**config.mk**
```make
export PLATFORM = sky130hd
export DESIGN_NAME = multi_client_watchdog_table
export DESIGN_NICKNAME = d
export VERILOG_FILES = /design/src/rtl/mcwt_pkg.sv /design/src/rtl/mcwt_ctrl.sv /design/src/rtl/mcwt_dp.sv /design/src/rtl/multi_client_watchdog_table.sv
export VERILOG_INCLUDE_DIRS = /design/src /design/src/rtl
export SDC_FILE = /design/constraint.sdc
export NUM_CORES = 1
export LEC_CHECK = 0
export BUFFER_PORTS_ARGS = -buffer_cell sky130_fd_sc_hd__clkbuf_2
export CAP_MARGIN = 20
export CORE_UTILIZATION = 54
export DETAILED_ROUTE_END_ITERATION = 12
export PLACE_DENSITY = 0.7
export SYNTH_ARGS = -nofsm -noshare
export SYNTH_HDL_FRONTEND = slang
export SYNTH_SLANG_ARGS = --single-unit
```
**constraint.sdc**
```tcl
create_clock -name clk_i -period 3.2 [get_ports clk_i]
set_clock_uncertainty 0.05 [all_clocks]
set_input_delay 0.48 -clock clk_i [delete_from_list [all_inputs] [get_ports clk_i]]
set_output_delay 0.48 -clock clk_i [all_outputs]
set_load 0.01 [all_outputs]
```
**src/rtl/multi_client_watchdog_table_defines.svh**
```systemverilog
// Assertion macros shared by the watchdog table RTL.
// Each macro expects clk_i and rst_ni to be visible where it is used.
`ifndef MULTI_CLIENT_WATCHDOG_TABLE_DEFINES_SVH
`define MULTI_CLIENT_WATCHDOG_TABLE_DEFINES_SVH

// Checks that a property holds at every rising clock edge outside reset.
`define MCWT_ASSERT(label, prop, msg) \
  label: assert property (@(posedge clk_i) disable iff (!rst_ni) (prop)) else $error(msg);

// Checks that a condition never becomes true outside reset.
`define MCWT_ASSERT_NEVER(label, cond, msg) \
  label: assert property (@(posedge clk_i) disable iff (!rst_ni) !(cond)) else $error(msg);

`endif

```
**src/rtl/mcwt_pkg.sv**
```systemverilog
`timescale 1ns / 1ps

package mcwt_pkg;

  // Default configuration.
  localparam int SLOTS_DEF   = 16;
  localparam int ID_BITS_DEF = 16;

  // Field widths of the input and result beats.
  localparam int MODE_W     = 2;
  localparam int CLIENT_W   = 16;
  localparam int SLOT_IDX_W = 8;
  localparam int STATUS_W   = 3;
  localparam int ASSIGN_W   = 4;
  localparam int OCC_W      = 5;
  localparam int MASK_W     = 16;

  typedef enum logic [MODE_W-1:0] {
    MODE_SUB    = 2'd0,
    MODE_UNSUB  = 2'd1,
    MODE_KICK   = 2'd2,
    MODE_PERIOD = 2'd3
  } mode_e;

  typedef enum logic [STATUS_W-1:0] {
    ST_OK      = 3'd0,
    ST_PRESENT = 3'd1,
    ST_FULL    = 3'd2,
    ST_RANGE   = 3'd3,
    ST_EMPTY   = 3'd4
  } status_e;

  typedef enum logic [1:0] {
    S_IDLE,
    S_SCAN,
    S_EXEC,
    S_REPORT
  } ctrl_state_e;

  // Commands from the controller to the datapath.
  typedef struct packed {
    logic load;    // capture the input beat, start a scan for subscribe
    logic exec;    // apply the table update
    logic report;  // load the result register, clear flags on period end
  } ctrl_cmd_t;

  // Status from the datapath to the controller.
  typedef struct packed {
    logic load_scan;  // the beat on the input ports is a subscribe
    logic scan_done;  // last slot compared this cycle
    logic out_free;   // result register can take a new beat
  } dp_status_t;

endpackage

```
**src/rtl/mcwt_ctrl.sv**
```systemverilog
`timescale 1ns / 1ps

module mcwt_ctrl (
  input  logic                  clk_i,
  input  logic                  rst_ni,
  input  logic                  in_valid_i,
  output logic                  in_ready_o,
  input  mcwt_pkg::dp_status_t  stat_i,
  output mcwt_pkg::ctrl_cmd_t   cmd_o
);
  import mcwt_pkg::*;

  ctrl_state_e state_q, state_d;

  always_ff @(posedge clk_i or negedge rst_ni) begin
    if (!rst_ni) begin
      state_q <= S_IDLE;
    end else begin
      state_q <= state_d;
    end
  end

  always_comb begin
    state_d = state_q;
    unique case (state_q)
      S_IDLE: begin
        if (in_valid_i) begin
          state_d = stat_i.load_scan ? S_SCAN : S_EXEC;
        end
      end
      S_SCAN: begin
        if (stat_i.scan_done) begin
          state_d = S_EXEC;
        end
      end
      S_EXEC: begin
        state_d = S_REPORT;
      end
      S_REPORT: begin
        if (stat_i.out_free) begin
          state_d = S_IDLE;
        end
      end
      default: begin
        state_d = S_IDLE;
      end
    endcase
  end

  always_comb begin
    in_ready_o    = (state_q == S_IDLE);
    cmd_o.load    = (state_q == S_IDLE) && in_valid_i;
    cmd_o.exec    = (state_q == S_EXEC);
    cmd_o.report  = (state_q == S_REPORT) && stat_i.out_free;
  end

endmodule

```
**src/rtl/mcwt_dp.sv**
```systemverilog
`timescale 1ns / 1ps

module mcwt_dp #(
  parameter int SLOTS   = mcwt_pkg::SLOTS_DEF,
  parameter int ID_BITS = mcwt_pkg::ID_BITS_DEF
) (
  input  logic                              clk_i,
  input  logic                              rst_ni,
  input  mcwt_pkg::ctrl_cmd_t               cmd_i,
  output mcwt_pkg::dp_status_t              stat_o,
  input  logic [mcwt_pkg::MODE_W-1:0]       mode_i,
  input  logic [mcwt_pkg::CLIENT_W-1:0]     client_id_i,
  input  logic [mcwt_pkg::SLOT_IDX_W-1:0]   slot_index_i,
  output logic                              out_valid_o,
  input  logic                              out_ready_i,
  output logic [mcwt_pkg::STATUS_W-1:0]     status_o,
  output logic [mcwt_pkg::ASSIGN_W-1:0]     assigned_slot_o,
  output logic [mcwt_pkg::OCC_W-1:0]        occupied_count_o,
  output logic                              all_responsive_o,
  output logic [mcwt_pkg::MASK_W-1:0]       silent_mask_o
);
  import mcwt_pkg::*;

  localparam int IDX_W = (SLOTS > 1) ? $clog2(SLOTS) : 1;
  localparam int CNT_W = $clog2(SLOTS + 1);
  localparam logic [IDX_W-1:0]      LAST_IDX  = IDX_W'(SLOTS - 1);
  localparam logic [SLOT_IDX_W-1:0] SLOTS_LIM = SLOT_IDX_W'(SLOTS);

  // Captured input beat.
  mode_e                 mode_q;
  logic [ID_BITS-1:0]    id_q;
  logic [SLOT_IDX_W-1:0] idx_q;

  // Scan pipeline: address stage, then registered read data stage.
  logic                  issue_q;
  logic [IDX_W-1:0]      addr_q;
  logic                  rvalid_q;
  logic [IDX_W-1:0]      ridx_q;
  logic [ID_BITS-1:0]    rdata_q;

  logic                  present_q, present_d;
  logic                  free_found_q, free_found_d;
  logic [IDX_W-1:0]      free_idx_q, free_idx_d;

  // Slot table.
  logic [ID_BITS-1:0]    client_mem [SLOTS];
  logic                  mem_we;
  logic [SLOTS-1:0]      valid_q, valid_d;
  logic [SLOTS-1:0]      alive_q, alive_d;
  logic [CNT_W-1:0]      count_q, count_d;

  status_e               status_q, status_d;
  logic [IDX_W-1:0]      assigned_q, assigned_d;

  // Result register.
  logic                  out_valid_q;
  logic [STATUS_W-1:0]   out_status_q;
  logic [ASSIGN_W-1:0]   out_assigned_q;
  logic [OCC_W-1:0]      out_count_q;
  logic                  out_all_q;
  logic [MASK_W-1:0]     out_mask_q;

  logic                  hit;
  logic                  free_seen;
  logic                  in_range;
  logic [IDX_W-1:0]      sel;
  logic [SLOTS-1:0]      silent;

  assign stat_o.load_scan = (mode_i == MODE_SUB);
  assign stat_o.scan_done = rvalid_q && (ridx_q == LAST_IDX);
  assign stat_o.out_free  = !out_valid_q || out_ready_i;

  // Compare one slot per cycle against the requested id.
  assign hit       = rvalid_q && valid_q[ridx_q] && (rdata_q == id_q);
  assign free_seen = rvalid_q && !valid_q[ridx_q];

  always_comb begin
    present_d    = present_q | hit;
    free_found_d = free_found_q | free_seen;
    free_idx_d   = (free_seen && !free_found_q) ? ridx_q : free_idx_q;
    if (cmd_i.load) begin
      present_d    = 1'b0;
      free_found_d = 1'b0;
    end
  end

  assign sel      = idx_q[IDX_W-1:0];
  assign in_range = (idx_q < SLOTS_LIM);

  always_comb begin
    valid_d    = valid_q;
    alive_d    = alive_q;
    count_d    = count_q;
    status_d   = status_q;
    assigned_d = assigned_q;
    mem_we     = 1'b0;
    if (cmd_i.exec) begin
      status_d   = ST_OK;
      assigned_d = '0;
      unique case (mode_q)
        MODE_SUB: begin
          if (present_q) begin
            status_d = ST_PRESENT;
          end else if (!free_found_q) begin
            status_d = ST_FULL;
          end else begin
            mem_we              = 1'b1;
            valid_d[free_idx_q] = 1'b1;
            alive_d[free_idx_q] = 1'b1;
            count_d             = count_q + 1'b1;
            assigned_d          = free_idx_q;
          end
        end
        MODE_UNSUB: begin
          if (!in_range) begin
            status_d = ST_RANGE;
          end else if (!valid_q[sel]) begin
            status_d = ST_EMPTY;
          end else begin
            valid_d[sel] = 1'b0;
            alive_d[sel] = 1'b0;
            count_d      = count_q - 1'b1;
          end
        end
        MODE_KICK: begin
          if (!in_range) begin
            status_d = ST_RANGE;
          end else begin
            alive_d[sel] = 1'b1;
          end
        end
        MODE_PERIOD: begin
          status_d = ST_OK;
        end
        default: begin
          status_d = ST_OK;
        end
      endcase
    end
    // The period-end mask is reported from the flags before this clear.
    if (cmd_i.report && (mode_q == MODE_PERIOD)) begin
      alive_d = '0;
    end
  end

  assign silent = valid_q & ~alive_q;

  always_ff @(posedge clk_i or negedge rst_ni) begin
    if (!rst_ni) begin
      issue_q      <= 1'b0;
      rvalid_q     <= 1'b0;
      valid_q      <= '0;
      alive_q      <= '0;
      count_q      <= '0;
      out_valid_q  <= 1'b0;
      present_q    <= 1'b0;
      free_found_q <= 1'b0;
    end else begin
      valid_q      <= valid_d;
      alive_q      <= alive_d;
      count_q      <= count_d;
      present_q    <= present_d;
      free_found_q <= free_found_d;
      rvalid_q     <= issue_q;
      if (cmd_i.load) begin
        issue_q <= (mode_i == MODE_SUB);
      end else if (issue_q && (addr_q == LAST_IDX)) begin
        issue_q <= 1'b0;
      end
      if (cmd_i.report) begin
        out_valid_q <= 1'b1;
      end else if (out_ready_i) begin
        out_valid_q <= 1'b0;
      end
    end
  end

  always_ff @(posedge clk_i) begin
    if (cmd_i.load) begin
      mode_q <= mode_e'(mode_i);
      id_q   <= ID_BITS'(client_id_i);
      idx_q  <= slot_index_i;
      addr_q <= '0;
    end else if (issue_q) begin
      addr_q <= addr_q + 1'b1;
    end
    ridx_q     <= addr_q;
    free_idx_q <= free_idx_d;
    status_q   <= status_d;
    assigned_q <= assigned_d;
    if (cmd_i.report) begin
      out_status_q   <= status_q;
      out_assigned_q <= ASSIGN_W'(assigned_q);
      out_count_q    <= OCC_W'(count_q);
      out_all_q      <= ~|silent;
      out_mask_q     <= MASK_W'(silent);
    end
  end

  // Client id store: one write port, one registered read port.
  always_ff @(posedge clk_i) begin
    if (mem_we) begin
      client_mem[free_idx_q] <= id_q;
    end
    rdata_q <= client_mem[addr_q];
  end

  assign out_valid_o      = out_valid_q;
  assign status_o         = out_status_q;
  assign assigned_slot_o  = out_assigned_q;
  assign occupied_count_o = out_count_q;
  assign all_responsive_o = out_all_q;
  assign silent_mask_o    = out_mask_q;

endmodule

```
**src/rtl/multi_client_watchdog_table.sv**
```systemverilog
`timescale 1ns / 1ps
// Channel  Handshake              Beat contents
// -------  ---------------------  ---------------------------------------------------
// in       in_valid_i/in_ready_o  mode_i, client_id_i, slot_index_i
// out      out_valid_o/out_ready_i status_o, assigned_slot_o, occupied_count_o,
//                                 all_responsive_o, silent_mask_o
//
// A subscribe beat runs the id scan, reading one client id memory entry per cycle,
// before its update; unsubscribe, kick and period-end beats skip the scan and go
// through capture, update and report only. A new beat is taken only after the last one reports.
// Reset clears all slots, alive flags and the occupancy count at once; no clearing pass.
// A stalled result holds in the output register and delays only the report step.
`include "multi_client_watchdog_table_defines.svh"

module multi_client_watchdog_table #(
  parameter int SLOTS   = mcwt_pkg::SLOTS_DEF,
  parameter int ID_BITS = mcwt_pkg::ID_BITS_DEF
) (
  input  logic                              clk_i,
  input  logic                              rst_ni,
  input  logic                              in_valid_i,
  output logic                              in_ready_o,
  input  logic [mcwt_pkg::MODE_W-1:0]       mode_i,
  input  logic [mcwt_pkg::CLIENT_W-1:0]     client_id_i,
  input  logic [mcwt_pkg::SLOT_IDX_W-1:0]   slot_index_i,
  output logic                              out_valid_o,
  input  logic                              out_ready_i,
  output logic [mcwt_pkg::STATUS_W-1:0]     status_o,
  output logic [mcwt_pkg::ASSIGN_W-1:0]     assigned_slot_o,
  output logic [mcwt_pkg::OCC_W-1:0]        occupied_count_o,
  output logic                              all_responsive_o,
  output logic [mcwt_pkg::MASK_W-1:0]       silent_mask_o
);
  import mcwt_pkg::*;

  // The controller sequences each beat through capture, an optional scan of the
  // client id memory, the table update and the report into the result register.
  // The datapath owns the slot table, the scan pipeline and the result register.
  ctrl_cmd_t  cmd;
  dp_status_t stat;

  mcwt_ctrl u_ctrl (
    .clk_i      (clk_i),
    .rst_ni     (rst_ni),
    .in_valid_i (in_valid_i),
    .in_ready_o (in_ready_o),
    .stat_i     (stat),
    .cmd_o      (cmd)
  );

  mcwt_dp #(
    .SLOTS   (SLOTS),
    .ID_BITS (ID_BITS)
  ) u_dp (
    .clk_i            (clk_i),
    .rst_ni           (rst_ni),
    .cmd_i            (cmd),
    .stat_o           (stat),
    .mode_i           (mode_i),
    .client_id_i      (client_id_i),
    .slot_index_i     (slot_index_i),
    .out_valid_o      (out_valid_o),
    .out_ready_i      (out_ready_i),
    .status_o         (status_o),
    .assigned_slot_o  (assigned_slot_o),
    .occupied_count_o (occupied_count_o),
    .all_responsive_o (all_responsive_o),
    .silent_mask_o    (silent_mask_o)
  );

  // The controller issues at most one step command per cycle.
  `MCWT_ASSERT(a_cmd_exclusive, $onehot0({cmd.load, cmd.exec, cmd.report}), "overlapping commands")

  // Once a beat is taken, the block stays busy for at least the next cycle.
  `MCWT_ASSERT(a_busy_after_accept, (in_valid_i && in_ready_o) |=> !in_ready_o, "ready after accept")

  // A full-table status is only reported while every slot is occupied.
  `MCWT_ASSERT(a_full_count, (out_valid_o && (status_o == ST_FULL)) |-> (occupied_count_o == OCC_W'(SLOTS)), "full with free slot")

  // Any silent slot rules out the all-responsive indication.
  `MCWT_ASSERT_NEVER(a_silent_vs_all, out_valid_o && (silent_mask_o != '0) && all_responsive_o, "silent slot while all responsive")

endmodule

```
# After elaboration in Yosys (flattened, before gate mapping)
# Memory sizes are Yosys's and may differ from the RTL's. A register that Yosys moved wholly into a read port is not among the register bits.
# Index checks and enable logic that the tools add are counted.
[classes]
addsub = 3
order_cmp = 6
eq_ne = 21
mux = 49
bitwise_logic = 12
n_reduce_logical = 29
[op_table]
columns = ["cell", "n"]
rows = [
  ["two-way mux 16 bit", 11],
  ["bitwise AND 16 bit", 3],
  ["bitwise OR 16 bit", 3],
  ["case mux 16 bit (3 select lines)", 1],
  ["NOT 16 bit", 2],
  ["case mux 16 bit (2 select lines)", 1],
  ["two-way mux 5 bit", 4],
  ["equality test 16 bit", 1],
  ["two-way mux 1 bit", 16],
  ["OR reduction 16 bit", 1],
  ["< comparator 4 x 5 -> 1 bit, second input constant", 3],
  ["two-way mux 2 bit", 6],
  ["!= test 3 x 1 -> 1 bit, second input constant", 4],
  ["case mux 3 bit (4 select lines)", 1],
  ["logical AND 1 bit", 11],
  ["case mux 5 bit (2 select lines)", 1],
  ["two-way mux 3 bit", 3],
  ["binary-select mux 1 bit (select 4 bit)", 2],
  ["demux 1 bit (select 4 bit)", 2],
  ["equality test 2 bit, second input constant", 4],
  ["equality test 4 bit, second input constant", 2],
  ["greater-or-equal comparator 4 x 1 -> 1 bit, second input constant", 2],
  ["< comparator 8 x 5 -> 1 bit, second input constant", 1],
  ["!= test 2 x 1 -> 1 bit, second input constant", 4],
  ["18 further kinds", 31],
]
[totals]
reg_bits = 118
ramBits = 256
in_bits = 30
out_inout_bits = 31
word_cells = 143
memories = 1
[memory_table]
columns = ["memory", "depth", "width", "read_ports", "rd_ports_with_merged_regs", "wr", "line", "text"]
rows = [
  ["u_dp.client_mem", 16, 16, 1, 1, 1, "mcwt_dp.sv:46", "logic [ID_BITS-1:0] client_mem [SLOTS];"],
]

# Logic depth before layout (Yosys ltp)
[logic_depth]
depth_word = 11
mapped_depth = 10
depth_no_buf = 9

# By module
# Synthesis repeated with hierarchy kept, for this count alone.
[hier_totals]
hier_cells = 858
hier_area_um2 = 15522.4
[by_module_without_submodules]
columns = ["module", "instances", "cells_per_inst", "area_each_um2", "seq_area_each_um2"]
rows = [
  ["mcwt_dp", 1, 839, 15336.0, 11200.7],
  ["mcwt_ctrl", 1, 19, 186.4, 50.0],
]

# Worst setup path before layout
# Ideal clock, no wire load.
[synth_path]
path_kind = "reg2reg"
startpoint = "reg u_dp.mode_q[0]"
endpoint = "mem u_dp.client_mem[7][0] in the netlist's numbering, enable pin"
setup_time_ns = 0.388
t_arrival_ns = 2.160
t_required_ns = 2.762
slack_ns = 0.602
path_stages_with_launch = 8
path_buffers = 2
synth_period_minus_slack_ns = 2.598
path_cell_list = "edfxtp_1 > inv_1 > ha_1 > and3b_1 > clkbuf_1 > nand2_1 > clkbuf_1 > nor2_1"
[synth_via]
elab_chain_cells = 5
[synth_rtl]
columns = ["element", "line", "text"]
rows = [
  ["from (decl)", "mcwt_dp.sv:30", "mode_e mode_q;"],
  ["from (signal assigned)", "mcwt_dp.sv:180", "mode_q <= mode_e'(mode_i);"],
  ["zero test 2 bit", "mcwt_dp.sv:100", "unique case (mode_q)"],
  ["two-way mux 1 bit", "mcwt_dp.sv:100", ""],
  ["two-way mux 1 bit", "mcwt_dp.sv:97", "if (cmd_i.exec) begin"],
  ["two-way mux 1 bit", "mcwt_dp.sv:202", "if (mem_we) begin"],
  ["two-way mux 1 bit (not written as such)", "mcwt_dp.sv:203", "client_mem[free_idx_q] <= id_q;"],
  ["to (decl)", "mcwt_dp.sv:46", ""],
]
# No other way between the ends.

# Worst setup path in the final report
[layout_path]
startpoint = "reg u_dp.idx_q[0]"
endpoint = "reg u_dp.valid_q[10]"
[layout_via]
elab_chain_cells = 9
word_cells_on_any_way = 16
cone_classes = "order compare (3); eq/ne (2); mux (7); bitwise (2); reduce/logical (2)"
[layout_rtl]
columns = ["element", "line", "text"]
rows = [
  ["from (decl)", "mcwt_dp.sv:32", "logic [SLOT_IDX_W-1:0] idx_q;"],
  ["from (signal assigned)", "mcwt_dp.sv:182", "idx_q <= slot_index_i;"],
  ["< comparator 4 x 5 -> 1 bit (not written as such) / greater-or-equal comparator 4 x 1 -> 1 bit (equally long branches)", "mcwt_dp.sv:120", "valid_d[sel] = 1'b0;"],
  ["logical AND 1 bit (not written as such)", "mcwt_dp.sv:120", ""],
  ["two-way mux 1 bit (not written as such)", "mcwt_dp.sv:120", ""],
  ["demux 1 bit (select 4 bit)", "-", ""],
  ["NOT 16 bit (no line)", "-", ""],
  ["bitwise AND 16 bit (no line)", "-", ""],
  ["two-way mux 16 bit", "mcwt_dp.sv:117", "end else if (!valid_q[sel]) begin"],
  ["two-way mux 16 bit", "mcwt_dp.sv:115", "if (!in_range) begin"],
  ["case mux 16 bit (2 select lines)", "mcwt_dp.sv:100", ""],
  ["to (signal assigned)", "mcwt_dp.sv:159", "valid_q <= valid_d;"],
  ["to (decl)", "mcwt_dp.sv:48", "logic [SLOTS-1:0] valid_q, valid_d;"],
]
# Parallel ways exist; a longest one is shown, timed or not. The select of a mux whose other input is x is not followed.
# A chain may end at the register's enable or synchronous reset.

==> summary by stage <==
Outcome
The run finished, with violations left. The checks that failed: negative hold slack.

Clock network
The maximum level of the CTS H-tree is 2. The number of hold buffers added after CTS is 0. TritonCTS built the clock tree. The post-CTS setup-driven buffer insertion count is 0. The clock-pin transition on the worst setup and hold timing paths is 0.07 ns. The maximum root-to-sink buffer count is 3. The total clock sinks is 390.

The root buffer cell is clkbuf_16. The clock latency at the later pin of the worst-skew pair is 0.54 ns. Once the clock tree was built, the resizer swapped 0 gates to a different size. The number of CTS-inserted buffers is 40.

Placed design
Port buffering added 60 buffers. The congestion estimate from routability-driven global placement came to 0.901. Detailed placement finished with a half-perimeter wire length of 22500 um.

Finish
Compared with the post-synthesis result, the final layout area differs by 15.7%. The repair_antennas step left the layout with diodes totalling 0. In the final layout, the share of cells above drive strength 1 is 0.284. After the last flow step, the layout net total stands at 1023. Measured on the finished design, the core utilization comes to 0.642.

Synth
After synthesis, the most frequently instantiated cells are 322 x edfxtp_1, 88 x mux4_2, 77 x nor2_1. The number of warnings issued by yosys is 0. The top cell type by total area after synthesis is edfxtp_1. The share of synthesized registers carrying an async set or reset is 0.113.

The area of the mapped netlist is 0.0156 mm2. After synthesis the netlist holds a flip-flop and latch count of 390. Yosys mapped a number of flops with a built-in enable equal to 322. The count of different cell masters after synthesis is 55. The post-synthesis area per instance is 17.9 um2. The cell count after synthesis came out at 872. The most used flip-flop cell after synthesis is edfxtp_1. For this run, the register share of the synthesized area comes to 0.721. The most common cell in the netlist is edfxtp_1. By area the synthesized netlist is led by edfxtp_1 62%, mux4_2 13%, dfrtp_1 7.1%, dfxtp_1 3.1%, nor2_1 1.9%. The number of nets in the synthesized netlist is 917.

Of the post-synthesis cell area, the dominant cell type holds 0.620.

Timing
The final hold slack is -0.0157 ns. Setup repair after global routing left no endpoint under its margin. The clock period minus final worst setup slack is 2.80 ns.

Setup violations remaining at the end of the flow were counted as 0. In the finished design, the share of the clock period the worst path needs comes to 0.874. The final number of max-transition violations was 0.

The relative max-transition margin is 0.349. The number of hold-slack violations in the final timing report came to 24. At the pin with the least slew margin, the transition time is 0.976 ns.

The sum of negative setup slack is 0 ns. The top achievable clock speed is 0.357 GHz.

Critical path
The critical path class is reg2reg. The cell type of the slowest stage on the worst timing path is edfxtp_1. The worst register-to-register path begins at u_dp.idx_q[0]. The worst path buffer plus inverter count is 1. The flop-to-flop setup slack is 0.40 ns. The largest incremental delay on the critical path is 0.75 ns. The destination of the worst register-to-register timing path is u_dp.valid_q[10]. The signal arrival time at the worst endpoint is 3.17 ns.

The kind of start point of the critical path is a flop. STA classifies the critical path endpoint as a flop. The cell class contributing the biggest share of worst-path delay is compound AO/OA/AOI/OAI gates. The number of cells on the worst reg-to-reg path is 6. Data on the critical path is required at its endpoint by 3.57 ns.

Walking the worst path, the cells encountered are mux4_2 > a22o_1 > o31ai_4 > buf_12 > nor3_1 > a211o_1. Of all nets on the critical path, the largest fanout is 29.

Floorplanning
The initial utilization of the core area, before any placement, comes to 0.555. The floorplan has 61 rows. Measured along the y axis, the die boundary spans 172 um. The floorplan step set the die width to 172 um. Pin placement for this block handled 61 I/O pins. The core region is 0.0281 mm2.

The die outline area is 0.0296 mm2.

Drt
For this run, design rule violations remaining after detail routing come to 0. The first TritonRoute pass finished after 5 iterations. The wire length per cell after detailed routing is 24.7 um. The final wirelength is 34200 um. In the routed layout, each cell is associated on average with a via count of 6.03. For this block, the initial DRC count from the detailed router was 1012. The detailed-route via count is 8364.

The detail route stage leaves a number of antenna-violating nets equal to 0.

Global route
The number of global-route vias before repair was 8337. In the global route stage, overall resource usage came out at 0.242. The first global-routing pass estimated 51600 um of wire. The initial antenna violation count came to 1.

Entering global routing, the biggest net connects 37 pins. The total grt overflow is 0.

Run
The reported max-cap violation count is 0.

Pwr
The areal power density over the cells is 819 mW/mm2. The leakage power of the design is 6.10 nW. Across the VDD grid, the largest voltage drop is 0.479 mV.

Hold path
The worst hold path belongs to the class in2async.
==> report_power, final <==
| group | switching, mW | internal [mW] |
|---|---|---|
| Clock | 1.94 | 2.84 |
| Combinational | 1.72 | 1.51 |
| Sequential | 0.479 | 6.28 |
| Total | 4.14 | 10.6 |
==> worst reg2reg max path, delay by kind of cell (launching register included) <==
| family | cells | cell delay, ns |
|---|---|---|
| AND/OR/NAND/NOR | 1 | 0.08 |
| AO/OA/AOI/OAI | 3 | 1.00 |
| flip-flops | 1 | 0.75 |
| multiplexers | 1 | 0.58 |
| buffers and inverters | 1 | 0.25 |
==> worst max-delay path by stage <==
stage / to / cells after the start / start / slack [ns]
after global placement: u_dp.valid_q[4] / 6 / u_dp.idx_q[0] / 0.50
after CTS: u_dp.valid_q[10] / 6 / u_dp.idx_q[0] / 0.40
after global routing: u_dp.valid_q[10] / 6 / u_dp.idx_q[0] / 0.30
after floorplan: u_dp.client_mem[7][0] / 7 / u_dp.mode_q[0] / 0.60
after detailed placement: u_dp.valid_q[12] / 6 / u_dp.idx_q[0] / 0.44
final: u_dp.valid_q[10] / 6 / u_dp.idx_q[0] / 0.40
==> final cells by class <==
cell class | count | area, um2
Timing Repair Buffer | 112 | 753
Multi-Input combinational cell | 420 | 4140
Tap cell | 378 | 473
Sequential cell | 390 | 11300
Inverter | 14 | 52.6
Fill cell | 1981 | 10000
Clock inverter | 19 | 230
Clock buffer | 55 | 1140
==> logic make-up after synthesis <==
family | after synthesis | share of synthesized area
AO/OA/AOI/OAI | 109 | 0.0492
XOR/XNOR | 23 | 0.0129
adder cells (fa/ha/maj) | 15 | 0.0125
buffers and inverters | 62 | 0.0160
flip-flops | 390 | 0.721
multiplexers | 91 | 0.129
AND/OR/NAND/NOR | 182 | 0.0590
==> per-layer routing <==
layer / global-route usage / share of wire / up-vias
li1: - / - / 3696
met1: 0.324 / 0.41 / 4322
met2: 0.420 / 0.52 / 292
met3: 0.0316 / 0.055 / 52
met4: 0.0685 / 0.022 / 2
met5: 0 / 0.00035 / -
==> registers in the layout, indices dropped and copies added (netlist names), 2 cells and up <==
register / count
u_dp.mode_q: 2
u_dp.client_mem: 256
u_dp.silent_mask_o: 16
u_dp.rdata_q: 16
u_dp.assigned_slot_o: 4
u_dp.idx_q: 8
u_dp.free_idx_q: 4
u_dp.alive_q: 16
u_dp.count_q: 5
u_dp.ridx_q: 4
u_dp.occupied_count_o: 5
u_dp.assigned_q: 4
u_dp.addr_q: 4
u_ctrl.state_q: 2
u_dp.status_q: 3
u_dp.status_o: 3
u_dp.valid_q: 16
u_dp.id_q: 16
==> stage by stage <==
step | instance area [um2] | setup WS [ns] | power, mW | hold slack, ns | cells
floorplan | 15600 | 0.602 | 8.93 | 0.134 | 872
global placement | 16700 | 0.500 | 10.1 | 0.286 | 1314
detailed placement | 16700 | 0.436 | 10.1 | 0.292 | 1314
CTS | 18000 | 0.402 | 14.9 | 0.00185 | 1388
global route | 18000 | 0.295 | 15.4 | 0.0340 | 1388
finish | 18000 | 0.402 | 14.8 | -0.0157 | 1388
==> placed cells by master (no fill, tap or decap), types with 16 or more instances in the layout <==
| master | synthesis | routed |
|---|---|---|
| dfrtp_1 | 44 | 44 |
| clkbuf_2 | 0 | 60 |
| dfxtp_1 | 24 | 22 |
| edfxtp_1 | 322 | 322 |
| buf_4 | 0 | 47 |
| nor3_1 | 16 | 16 |
| mux4_2 | 88 | 88 |
| o21ai_0 | 18 | 18 |
| nor2b_1 | 16 | 16 |
| a21oi_1 | 34 | 34 |
| nand2_1 | 18 | 18 |
| nor2_1 | 77 | 61 |
| clkbuf_16 | 0 | 41 |
| nor2_2 | 0 | 16 |
(Power assumes the default switching activity.)
